$ cat src/sv/lhsa_pkg.sv
// ----------------------------------------------------------------------------
// lhsa_pkg
// Shared types, color conversion constants and fixed-point helpers for the
// luma highlight / shadow adjustment pipeline.
// ----------------------------------------------------------------------------
package lhsa_pkg;

   typedef struct packed {
      logic [7:0] red;
      logic [7:0] green;
      logic [7:0] blue;
   } pixel_type;

   typedef struct packed {
      pixel_type  pix;
      logic [7:0] cr;
      logic [7:0] cb;
   } chroma_type;

   localparam int PROD_W = 25;
   typedef logic signed [PROD_W-1:0] prod_type;

   localparam int CSR_INDEX_W = 3;
   localparam int CSR_DATA_W  = 10;

   localparam logic [CSR_INDEX_W-1:0] CSR_SHADOW_AMOUNT    = 3'd0;
   localparam logic [CSR_INDEX_W-1:0] CSR_SHADOW_WIDTH     = 3'd1;
   localparam logic [CSR_INDEX_W-1:0] CSR_HIGHLIGHT_AMOUNT = 3'd2;
   localparam logic [CSR_INDEX_W-1:0] CSR_HIGHLIGHT_WIDTH  = 3'd3;

   localparam logic [7:0] PIX_MAX = 8'd255;

   localparam logic [13:0] Y_R_COEF = 14'd4899;
   localparam logic [13:0] Y_G_COEF = 14'd9617;
   localparam logic [13:0] Y_B_COEF = 14'd1868;

   localparam logic signed [15:0] CR_COEF   = 16'sd11682;
   localparam logic signed [15:0] CB_COEF   = 16'sd9241;
   localparam logic signed [15:0] B_CB_COEF = 16'sd29049;
   localparam logic signed [15:0] G_CB_COEF = -16'sd5636;
   localparam logic signed [15:0] G_CR_COEF = -16'sd11698;
   localparam logic signed [15:0] R_CR_COEF = 16'sd22987;

   localparam prod_type CHROMA_OFS = 25'sd2097152;
   localparam prod_type HALF_LSB   = 25'sd8192;

   // Rounds a 14-bit fraction away, floor after adding one half.
   function automatic logic signed [10:0] descale14(input prod_type x);
      prod_type t;
      t = x + HALF_LSB;
      return t[24:14];
   endfunction

   function automatic logic [7:0] sat8(input logic signed [11:0] x);
      logic [7:0] r;
      if (x[11]) begin
         r = 8'd0;
      end else if (x > 12'sd255) begin
         r = PIX_MAX;
      end else begin
         r = x[7:0];
      end
      return r;
   endfunction

endpackage

$ cat src/sv/lhsa_ycc_fwd.sv
// ----------------------------------------------------------------------------
// lhsa_ycc_fwd
// Forward BGR to YCrCb conversion over two stages: luma first, then the two
// offset and saturated chroma terms.
// ----------------------------------------------------------------------------
module lhsa_ycc_fwd (
   input  logic                 clock,
   input  logic                 enable,
   input  lhsa_pkg::pixel_type  pix_in,
   output logic [7:0]           y_s1,
   output lhsa_pkg::chroma_type chroma_s2
);
   import lhsa_pkg::*;

   logic [21:0] y_sum;
   logic [7:0]  y_in;
   logic [7:0]  y_ff;
   pixel_type   pix_ff;

   logic signed [8:0] dr;
   logic signed [8:0] db;
   prod_type          cr_prod;
   prod_type          cb_prod;
   chroma_type        chroma_in;
   chroma_type        chroma_ff;

   always_comb begin
      y_sum = 22'(pix_in.red) * 22'(Y_R_COEF) + 22'(pix_in.green) * 22'(Y_G_COEF)
            + 22'(pix_in.blue) * 22'(Y_B_COEF) + 22'(HALF_LSB);
      y_in  = y_sum[21:14];
   end

   always_comb begin
      dr      = $signed({1'b0, pix_ff.red}) - $signed({1'b0, y_ff});
      db      = $signed({1'b0, pix_ff.blue}) - $signed({1'b0, y_ff});
      cr_prod = PROD_W'(dr) * PROD_W'(CR_COEF) + CHROMA_OFS;
      cb_prod = PROD_W'(db) * PROD_W'(CB_COEF) + CHROMA_OFS;
      chroma_in.pix = pix_ff;
      chroma_in.cr  = sat8(12'(descale14(cr_prod)));
      chroma_in.cb  = sat8(12'(descale14(cb_prod)));
   end

   always_ff @(posedge clock) begin
      if (enable) begin
         y_ff      <= y_in;
         pix_ff    <= pix_in;
         chroma_ff <= chroma_in;
      end
   end

   assign y_s1      = y_ff;
   assign chroma_s2 = chroma_ff;

endmodule

$ cat src/sv/lhsa_luma_curve.sv
// ----------------------------------------------------------------------------
// lhsa_luma_curve
// Shadow / highlight tone curve on luma in three stages: region select and
// distance, gain multiply, then exact add, round half to even and clamp.
// ----------------------------------------------------------------------------
module lhsa_luma_curve #(
   parameter  int GAIN_FRAC_BITS = 8,
   localparam int WIDTH_W = (GAIN_FRAC_BITS + 1 > 9) ? GAIN_FRAC_BITS + 1 : 9
) (
   input  logic                      clock,
   input  logic                      enable,
   input  logic [7:0]                y_in,
   input  logic signed [9:0]         shadow_amount,
   input  logic [WIDTH_W-1:0]        shadow_width,
   input  logic signed [9:0]         highlight_amount,
   input  logic [WIDTH_W-1:0]        highlight_width,
   output logic [7:0]                y_adj
);
   import lhsa_pkg::*;

   localparam int FB2    = 2 * GAIN_FRAC_BITS;
   localparam int DIST_W = 8 + WIDTH_W + 3;
   localparam int MUL_W  = DIST_W + 10;
   localparam int SUM_W  = ((MUL_W > 8 + FB2) ? MUL_W : 8 + FB2) + 1;
   localparam int QUO_W  = SUM_W - FB2;

   logic signed [DIST_W-1:0] ys;
   logic signed [DIST_W-1:0] sc;
   logic signed [DIST_W-1:0] hc;
   logic signed [DIST_W-1:0] sdiff;
   logic signed [DIST_W-1:0] hdiff;
   logic signed [DIST_W-1:0] dist_in;
   logic signed [9:0]        gain_in;
   logic signed [DIST_W-1:0] dist_ff;
   logic signed [9:0]        gain_ff;
   logic [7:0]               y2_ff;

   logic signed [MUL_W-1:0]  prod_in;
   logic signed [MUL_W-1:0]  prod_ff;
   logic [7:0]               y3_ff;

   logic signed [SUM_W-1:0]  v_prod;
   logic signed [SUM_W-1:0]  v_base;
   logic signed [SUM_W-1:0]  v_sum;
   logic signed [QUO_W-1:0]  quo;
   logic signed [QUO_W-1:0]  quo_rnd;
   logic                     round_up;
   logic [7:0]               yadj_in;
   logic [7:0]               yadj_ff;

   always_comb begin
      ys    = DIST_W'(y_in) << GAIN_FRAC_BITS;
      sc    = DIST_W'(shadow_width) * DIST_W'(PIX_MAX);
      hc    = (DIST_W'(PIX_MAX) << GAIN_FRAC_BITS)
            - DIST_W'(highlight_width) * DIST_W'(PIX_MAX);
      sdiff = sc - ys;
      hdiff = ys - hc;
      if (!sdiff[DIST_W-1] && (sdiff != '0)) begin
         dist_in = sdiff;
         gain_in = shadow_amount;
      end else if (!hdiff[DIST_W-1] && (hdiff != '0)) begin
         dist_in = hdiff;
         gain_in = highlight_amount;
      end else begin
         dist_in = '0;
         gain_in = '0;
      end
   end

   assign prod_in = MUL_W'(dist_ff) * MUL_W'(gain_ff);

   always_comb begin
      v_prod   = SUM_W'(prod_ff);
      v_base   = SUM_W'(y3_ff) << FB2;
      v_sum    = v_prod + v_base;
      quo      = v_sum[SUM_W-1:FB2];
      round_up = v_sum[FB2-1] && ((|v_sum[FB2-2:0]) || quo[0]);
      quo_rnd  = quo + QUO_W'(round_up);
      if (quo_rnd[QUO_W-1]) begin
         yadj_in = 8'd0;
      end else if (quo_rnd > QUO_W'(PIX_MAX)) begin
         yadj_in = PIX_MAX;
      end else begin
         yadj_in = quo_rnd[7:0];
      end
   end

   always_ff @(posedge clock) begin
      if (enable) begin
         dist_ff <= dist_in;
         gain_ff <= gain_in;
         y2_ff   <= y_in;
         prod_ff <= prod_in;
         y3_ff   <= y2_ff;
         yadj_ff <= yadj_in;
      end
   end

   assign y_adj = yadj_ff;

endmodule

$ cat src/sv/lhsa_ycc_inv.sv
// ----------------------------------------------------------------------------
// lhsa_ycc_inv
// YCrCb to BGR conversion with saturation, registered as the output stage,
// with the untouched pixel selected when both gains are zero.
// ----------------------------------------------------------------------------
module lhsa_ycc_inv (
   input  logic                 clock,
   input  logic                 enable,
   input  logic [7:0]           y_adj,
   input  lhsa_pkg::chroma_type chroma,
   input  logic                 bypass,
   output lhsa_pkg::pixel_type  pix_out,
   output logic                 changed
);
   import lhsa_pkg::*;

   logic signed [8:0]  dcr;
   logic signed [8:0]  dcb;
   logic signed [10:0] b_d;
   logic signed [10:0] g_d;
   logic signed [10:0] r_d;
   logic signed [11:0] ys;
   pixel_type          pix_in;
   logic               changed_in;
   pixel_type          pix_ff;
   logic               changed_ff;

   always_comb begin
      dcr = $signed({1'b0, chroma.cr}) - 9'sd128;
      dcb = $signed({1'b0, chroma.cb}) - 9'sd128;
      b_d = descale14(PROD_W'(dcb) * PROD_W'(B_CB_COEF));
      g_d = descale14(PROD_W'(dcb) * PROD_W'(G_CB_COEF) + PROD_W'(dcr) * PROD_W'(G_CR_COEF));
      r_d = descale14(PROD_W'(dcr) * PROD_W'(R_CR_COEF));
      ys  = $signed({4'b0, y_adj});
      if (bypass) begin
         pix_in     = chroma.pix;
         changed_in = 1'b0;
      end else begin
         pix_in.blue  = sat8(ys + 12'(b_d));
         pix_in.green = sat8(ys + 12'(g_d));
         pix_in.red   = sat8(ys + 12'(r_d));
         changed_in   = 1'b1;
      end
   end

   always_ff @(posedge clock) begin
      if (enable) begin
         pix_ff     <= pix_in;
         changed_ff <= changed_in;
      end
   end

   assign pix_out = pix_ff;
   assign changed = changed_ff;

endmodule

$ cat src/sv/luma_highlight_shadow_adjust_core.sv
// ----------------------------------------------------------------------------
// luma_highlight_shadow_adjust_core
// Shadow / highlight luma adjustment of a BGR pixel stream in YCrCb space.
// ----------------------------------------------------------------------------
// The core takes one pixel per clock while no result waits on rsp_tready.
// Luma owns the first register stage, chroma and the curve distance share
// the second, and the gain multiply, the rounding and the back conversion
// each own one of the last three. The whole pipeline advances together and
// holds in place while a result waits on rsp_tready, so req_tready follows
// the output side. Write the configuration registers only while no item is
// in flight.
module luma_highlight_shadow_adjust_core #(
   parameter  int GAIN_FRAC_BITS = 8,
   localparam int WIDTH_W = (GAIN_FRAC_BITS + 1 > 9) ? GAIN_FRAC_BITS + 1 : 9
) (
   input  logic                                 clock,
   input  logic                                 reset,
   input  logic                                 req_tvalid,
   output logic                                 req_tready,
   input  logic [23:0]                          req_tdata,  // blue_in, green_in, red_in
   output logic                                 rsp_tvalid,
   input  logic                                 rsp_tready,
   output logic [23:0]                          rsp_tdata,  // blue_out, green_out, red_out
   output logic                                 rsp_tuser,  // changed
   input  logic                                 csr_valid,
   output logic                                 csr_ready,
   input  logic [lhsa_pkg::CSR_INDEX_W-1:0]     csr_index,
   input  logic [lhsa_pkg::CSR_DATA_W-1:0]      csr_data
);
   import lhsa_pkg::*;

   localparam int STAGES = 5;

   logic signed [9:0]    shadow_amount_ff, shadow_amount_in;
   logic [WIDTH_W-1:0]   shadow_width_ff, shadow_width_in;
   logic signed [9:0]    highlight_amount_ff, highlight_amount_in;
   logic [WIDTH_W-1:0]   highlight_width_ff, highlight_width_in;

   logic [STAGES-1:0]    valid_ff, valid_in;
   logic                 pipe_en;
   logic                 bypass;

   pixel_type            req_pix;
   pixel_type            rsp_pix;
   logic [7:0]           y_s1;
   logic [7:0]           y_adj;
   chroma_type           chroma_s2;
   chroma_type           chroma3_ff;
   chroma_type           chroma4_ff;

   assign csr_ready = 1'b1;

   always_comb begin
      shadow_amount_in    = shadow_amount_ff;
      shadow_width_in     = shadow_width_ff;
      highlight_amount_in = highlight_amount_ff;
      highlight_width_in  = highlight_width_ff;
      if (csr_valid) begin
         case (csr_index)
            CSR_SHADOW_AMOUNT:    shadow_amount_in    = $signed(csr_data[9:0]);
            CSR_SHADOW_WIDTH:     shadow_width_in     = WIDTH_W'(csr_data[8:0]);
            CSR_HIGHLIGHT_AMOUNT: highlight_amount_in = $signed(csr_data[9:0]);
            CSR_HIGHLIGHT_WIDTH:  highlight_width_in  = WIDTH_W'(csr_data[8:0]);
            default: ;
         endcase
      end
   end

   assign pipe_en    = !valid_ff[STAGES-1] || rsp_tready;
   assign req_tready = pipe_en;
   assign valid_in   = {valid_ff[STAGES-2:0], req_tvalid};
   assign bypass     = (shadow_amount_ff == '0) && (highlight_amount_ff == '0);

   always_ff @(posedge clock) begin
      if (reset) begin
         shadow_amount_ff    <= '0;
         shadow_width_ff     <= WIDTH_W'(1 << GAIN_FRAC_BITS);
         highlight_amount_ff <= '0;
         highlight_width_ff  <= WIDTH_W'(1 << GAIN_FRAC_BITS);
         valid_ff            <= '0;
      end else begin
         shadow_amount_ff    <= shadow_amount_in;
         shadow_width_ff     <= shadow_width_in;
         highlight_amount_ff <= highlight_amount_in;
         highlight_width_ff  <= highlight_width_in;
         if (pipe_en) begin
            valid_ff <= valid_in;
         end
      end
   end

   always_ff @(posedge clock) begin
      if (pipe_en) begin
         chroma3_ff <= chroma_s2;
         chroma4_ff <= chroma3_ff;
      end
   end

   assign req_pix = req_tdata;

   lhsa_ycc_fwd u_fwd (
      .clock     (clock),
      .enable    (pipe_en),
      .pix_in    (req_pix),
      .y_s1      (y_s1),
      .chroma_s2 (chroma_s2)
   );

   lhsa_luma_curve #(
      .GAIN_FRAC_BITS (GAIN_FRAC_BITS)
   ) u_curve (
      .clock            (clock),
      .enable           (pipe_en),
      .y_in             (y_s1),
      .shadow_amount    (shadow_amount_ff),
      .shadow_width     (shadow_width_ff),
      .highlight_amount (highlight_amount_ff),
      .highlight_width  (highlight_width_ff),
      .y_adj            (y_adj)
   );

   lhsa_ycc_inv u_inv (
      .clock   (clock),
      .enable  (pipe_en),
      .y_adj   (y_adj),
      .chroma  (chroma4_ff),
      .bypass  (bypass),
      .pix_out (rsp_pix),
      .changed (rsp_tuser)
   );

   assign rsp_tvalid = valid_ff[STAGES-1];
   assign rsp_tdata  = rsp_pix;

   a_stall_holds: assert property (@(posedge clock) disable iff (reset)
      !pipe_en |=> $stable(valid_ff))
      else $error("pipeline valid bits moved during a stall");

   a_valid_shifts: assert property (@(posedge clock) disable iff (reset)
      pipe_en && valid_ff[0] |=> valid_ff[1])
      else $error("item lost between first and second stage");

   a_changed_flag: assert property (@(posedge clock) disable iff (reset)
      rsp_tvalid |-> (rsp_tuser == !bypass))
      else $error("changed flag disagrees with gain configuration");

endmodule

$ cat config.mk
export PLATFORM = sky130hd
export DESIGN_NAME = luma_highlight_shadow_adjust_core
export DESIGN_NICKNAME = d
export VERILOG_FILES = /design/src/sv/lhsa_pkg.sv /design/src/sv/lhsa_ycc_fwd.sv /design/src/sv/lhsa_luma_curve.sv /design/src/sv/lhsa_ycc_inv.sv /design/src/sv/luma_highlight_shadow_adjust_core.sv
export SDC_FILE = /design/constraint.sdc
export NUM_CORES = 2
export LEC_CHECK = 0
export BUFFER_PORTS_ARGS = -buffer_cell sky130_fd_sc_hd__buf_2
export CORE_AREA = 4 4 379 381
export DETAILED_ROUTE_END_ITERATION = 8
export DIE_AREA = 0 0 383 385
export PLACE_DENSITY = 0.56
export SYNTH_ARGS = -nofsm -noshare
export SYNTH_HDL_FRONTEND = slang
export SYNTH_SLANG_ARGS = --single-unit
export TNS_END_PERCENT = 50
$ cat constraint.sdc
create_clock -name clock -period 11.3 [get_ports clock]
set_input_delay 2.26 -clock clock [delete_from_list [all_inputs] [get_ports clock]]
set_output_delay 2.26 -clock clock [all_outputs]
set_load 0.05 [all_outputs]
==> key figures <==
Outcome
  • Outcome: finished clean

Critical path
  • Reg2Reg Setup Slack: 1.85 ns
  • CP arrival: 9.77 ns
  • R2R depth: 36
  • CP max FO: 15
  • Slowest CP cell: edfxtp_1
  • Worst setup EP type: register
  • CP required: 11.63 ns
  • R2r endpoint: u_inv.pix_out[9]
  • CP startpoint kind: register
  • RR Startpoint: chroma4_ff[15]
  • WS Path Type: register to register
  • Worst path most repeated cell: ha_1
  • Delay of the slowest cell on the worst path: 0.78 ns

STA
  • Final setup TNS: 0 ns
  • Measured slew at the worst slew-check pin: 1.182 ns
  • Pins Over Slew Limit: 0
  • Final Cycle Share: 83.59%
  • Slew HR: 19.19%
  • Setup violations, final: 0
  • Achievable frequency: 105.9 MHz
  • Unrepaired setup endpoints after global routing: false
  • Clock Skews: 0.02578 ns
  • Endpoints failing hold: 0
  • Final min period: 9.446 ns

Cells and area
  • Highest-count cells in the layout ignoring fill and taps: 868 x inv_1, 778 x ha_1, 509 x fa_1
  • Post-layout net count: 5476
  • Layout cell share with drive strength beyond 1: 4.766%
  • Non-Filler Instances: 6065
  • Area growth syn-to-layout: 9.193%
  • Final Util: 32.59%
  • Commonest non-fill, non-tap cell in the layout: inv_1
  • Antenna Cells: 0

Clock network
  • Post-CTS Setup Inserts: 0
  • TritonCTS clock tree: done
  • Later-pin clock latency in the skew report: 0.58 ns
  • CTS H-tree lvls: 2
  • Clock Path Buffers: 3
  • Root Driver: clkbuf_16
  • Post-cts sizing count: 0
  • TritonCTS Buffers: 36
  • Clock transition at path regs: 0.06 ns
  • Clk sinks: 304
  • Hold-fix buffer count after cts: 0

Synth
  • Cells after synthesis: 4097
  • Count of cell types in the netlist: 96
  • Main synth FF type: edfxtp_1
  • Post-synthesis compound-gate area fraction: 9.080%
  • Adder-cell share of the synthesized area: 47.50%
  • Post-synth EDFFs: 261
  • Synth warn: 0
  • Seq/Total Area, Yosys: 20.74%
  • Post-Synth Simple-Gate Area: 9.047%
  • Mapped Area: 41950 um2
  • Synth Register Bits: 304
  • Syn_nets: 5426
  • Post-synthesis xor/xnor area fraction: 4.948%
  • Multiplexer share of the synthesized area: 0.3042%
  • Largest family of logic cells by synthesized area: adder cells
  • Mean Syn Cell Area: 10.24 um2
  • Synth async-reset ratio: 0%

Die
  • Starting density of the core: 29.85%
  • Num ports: 70
  • Core area: 140600 um2
  • Die ar.: 147500 um2
  • Row Count: 138
  • Die Wd: 383 um
  • Chip Height: 385 um

Route
  • TritonRoute pass-1 iters: 5
  • Vias: 27560
  • DRT antenna net count: 0
  • Via-per-instance ratio: 4.545
  • Routed Wire Length: 92.32 mm
  • Drt wl/cell: 15.22 um
  • DRC Markers: 0
  • DRT iter0 DRCs: 1230

GRT
  • Initial antenna violation count: 7
  • Vias in the first global route: 29140
  • First-pass GRT wire length: 153.8 mm
  • GRT Overall Usage: 12.88%
  • Aggregate global routing overflow: 0
  • Largest net degree at the start of global routing: 77

Hold path
  • Hold EP: chroma4_ff[25]
  • Hold depth: 0
  • Min-delay worst type: register to register
  • Worst min-delay path startpoint: chroma3_ff[25]

Placed design
  • Port bufs: 68
  • Post-DP HPWL: 77.87 mm
  • Placer's final routability congestion estimate: 0.8463
  • DP Cell Count: 5999

Job
  • Max cap viols: 0
## synthesized netlist by cell type (11+ instances only)
master    count  area share [%]
a211oi_1     16            0.29
a21boi_0     12            0.21
a21o_1       46            0.82
a21oi_1     182             2.2
a32o_1       14            0.33
and2_1      100             1.5
and3_1       23            0.34
clkbuf_1     57            0.51
dfxtp_1      43             2.1
edfxtp_1    261              19
fa_1        509              24
ha_1        778              23
inv_1       869             7.8
nand2_1     253             2.3
nand2b_1     41            0.61
nand3_1      38            0.45
nand4_1      13            0.19
nor2_1      139             1.2
nor2b_1      28            0.42
nor3_1       46            0.55
nor4_1       17            0.25
o21a_1       27            0.48
o21ai_0      84             1.0
o21bai_1     29            0.52
o31ai_1      12            0.21
or2_2        17            0.25
or4_1        11            0.20
xnor2_1     166             3.5
xor2_1       71             1.5
## per-stage QoR
| stage | worst slack (ns) | cell area [um2] | hold slack (ns) |
|---|---|---|---|
| finish | 1.854 | 45800 | 0.4072 |
| global route | 1.050 | 45800 | 0.4216 |
| CTS | 1.842 | 45800 | 0.4069 |
| detailed placement | 1.464 | 44460 | 0.4045 |
| global placement | 1.475 | 44460 | 0.4009 |
| floorplan | 1.318 | 41950 | 0.4003 |
## per-layer routing
layer  vias up  part of all wire, %  global-route usage (%)  wire length [um]
met1     13500                   48                   17.87             44080
met4         0                  1.9                   2.753              1772
li1      13630                    -                       -                 -
met3        88                  3.3                   1.178              3076
met5         -                    0                       0                 0
met2       344                   47                   21.86             43390
## layout make-up
class / instances / area, um2
inverters: 870 / 3273
clock inverters: 25 / 375.4
flip-flops and latches: 304 / 8698
fillers: 14430 / 94750
repair buffers: 74 / 385.4
well taps: 1890 / 2365
multi-input cells: 2861 / 29740
clock buffers: 41 / 965.9
## flip-flops by register name (all words and copies together) (netlist names), 5 cells and up
register             flops
chroma3_ff              40
chroma4_ff              40
highlight_amount_ff     10
highlight_width_ff       9
shadow_amount_ff        10
shadow_width_ff          9
u_curve.dist_ff         20
u_curve.gain_ff         10
u_curve.prod_ff         30
u_curve.y2_ff            8
u_curve.y3_ff            8
u_curve.y_adj            8
u_fwd.chroma_in         24
u_fwd.chroma_s2         40
u_fwd.y_s1               8
u_inv.pix_out           24
valid_ff                 5
## logic make-up after synthesis
| family | Yosys count |
|---|---|
| multiplexers | 12 |
| AO/OA/AOI/OAI | 557 |
| flip-flops | 304 |
| adder cells (fa/ha/maj) | 1287 |
| buffers and inverters | 932 |
| AND/OR/NAND/NOR | 766 |
| XOR/XNOR | 237 |
| other | 2 |
## worst max-delay path, delay by kind of cell (launching register included)
kind / cells / cell delay (ns)
compound gates: 16 / 3.12
xor+xnor: 2 / 0.34
fa+ha+maj: 9 / 3.19
buf+inv: 5 / 0.83
flops: 1 / 0.78
simple gates: 4 / 0.92
## how the worst max path moves through the flow
stage	startpoint	to	slack, ns	depth (start not counted)
after global routing	chroma4_ff[15]	u_inv.pix_out[9]	1.05	35
after detailed placement	req_tdata[6]	u_fwd.y_s1[7]	1.46	31
after global placement	req_tdata[5]	u_fwd.y_s1[7]	1.48	31
after floorplan	rsp_tready	req_tready	1.32	2
final	chroma4_ff[15]	u_inv.pix_out[9]	1.85	36
after CTS	chroma4_ff[15]	u_inv.pix_out[8]	1.84	36
Power is not shown: default switching activity piles up to over one toggle a cycle in this logic, so the estimate is an artifact.
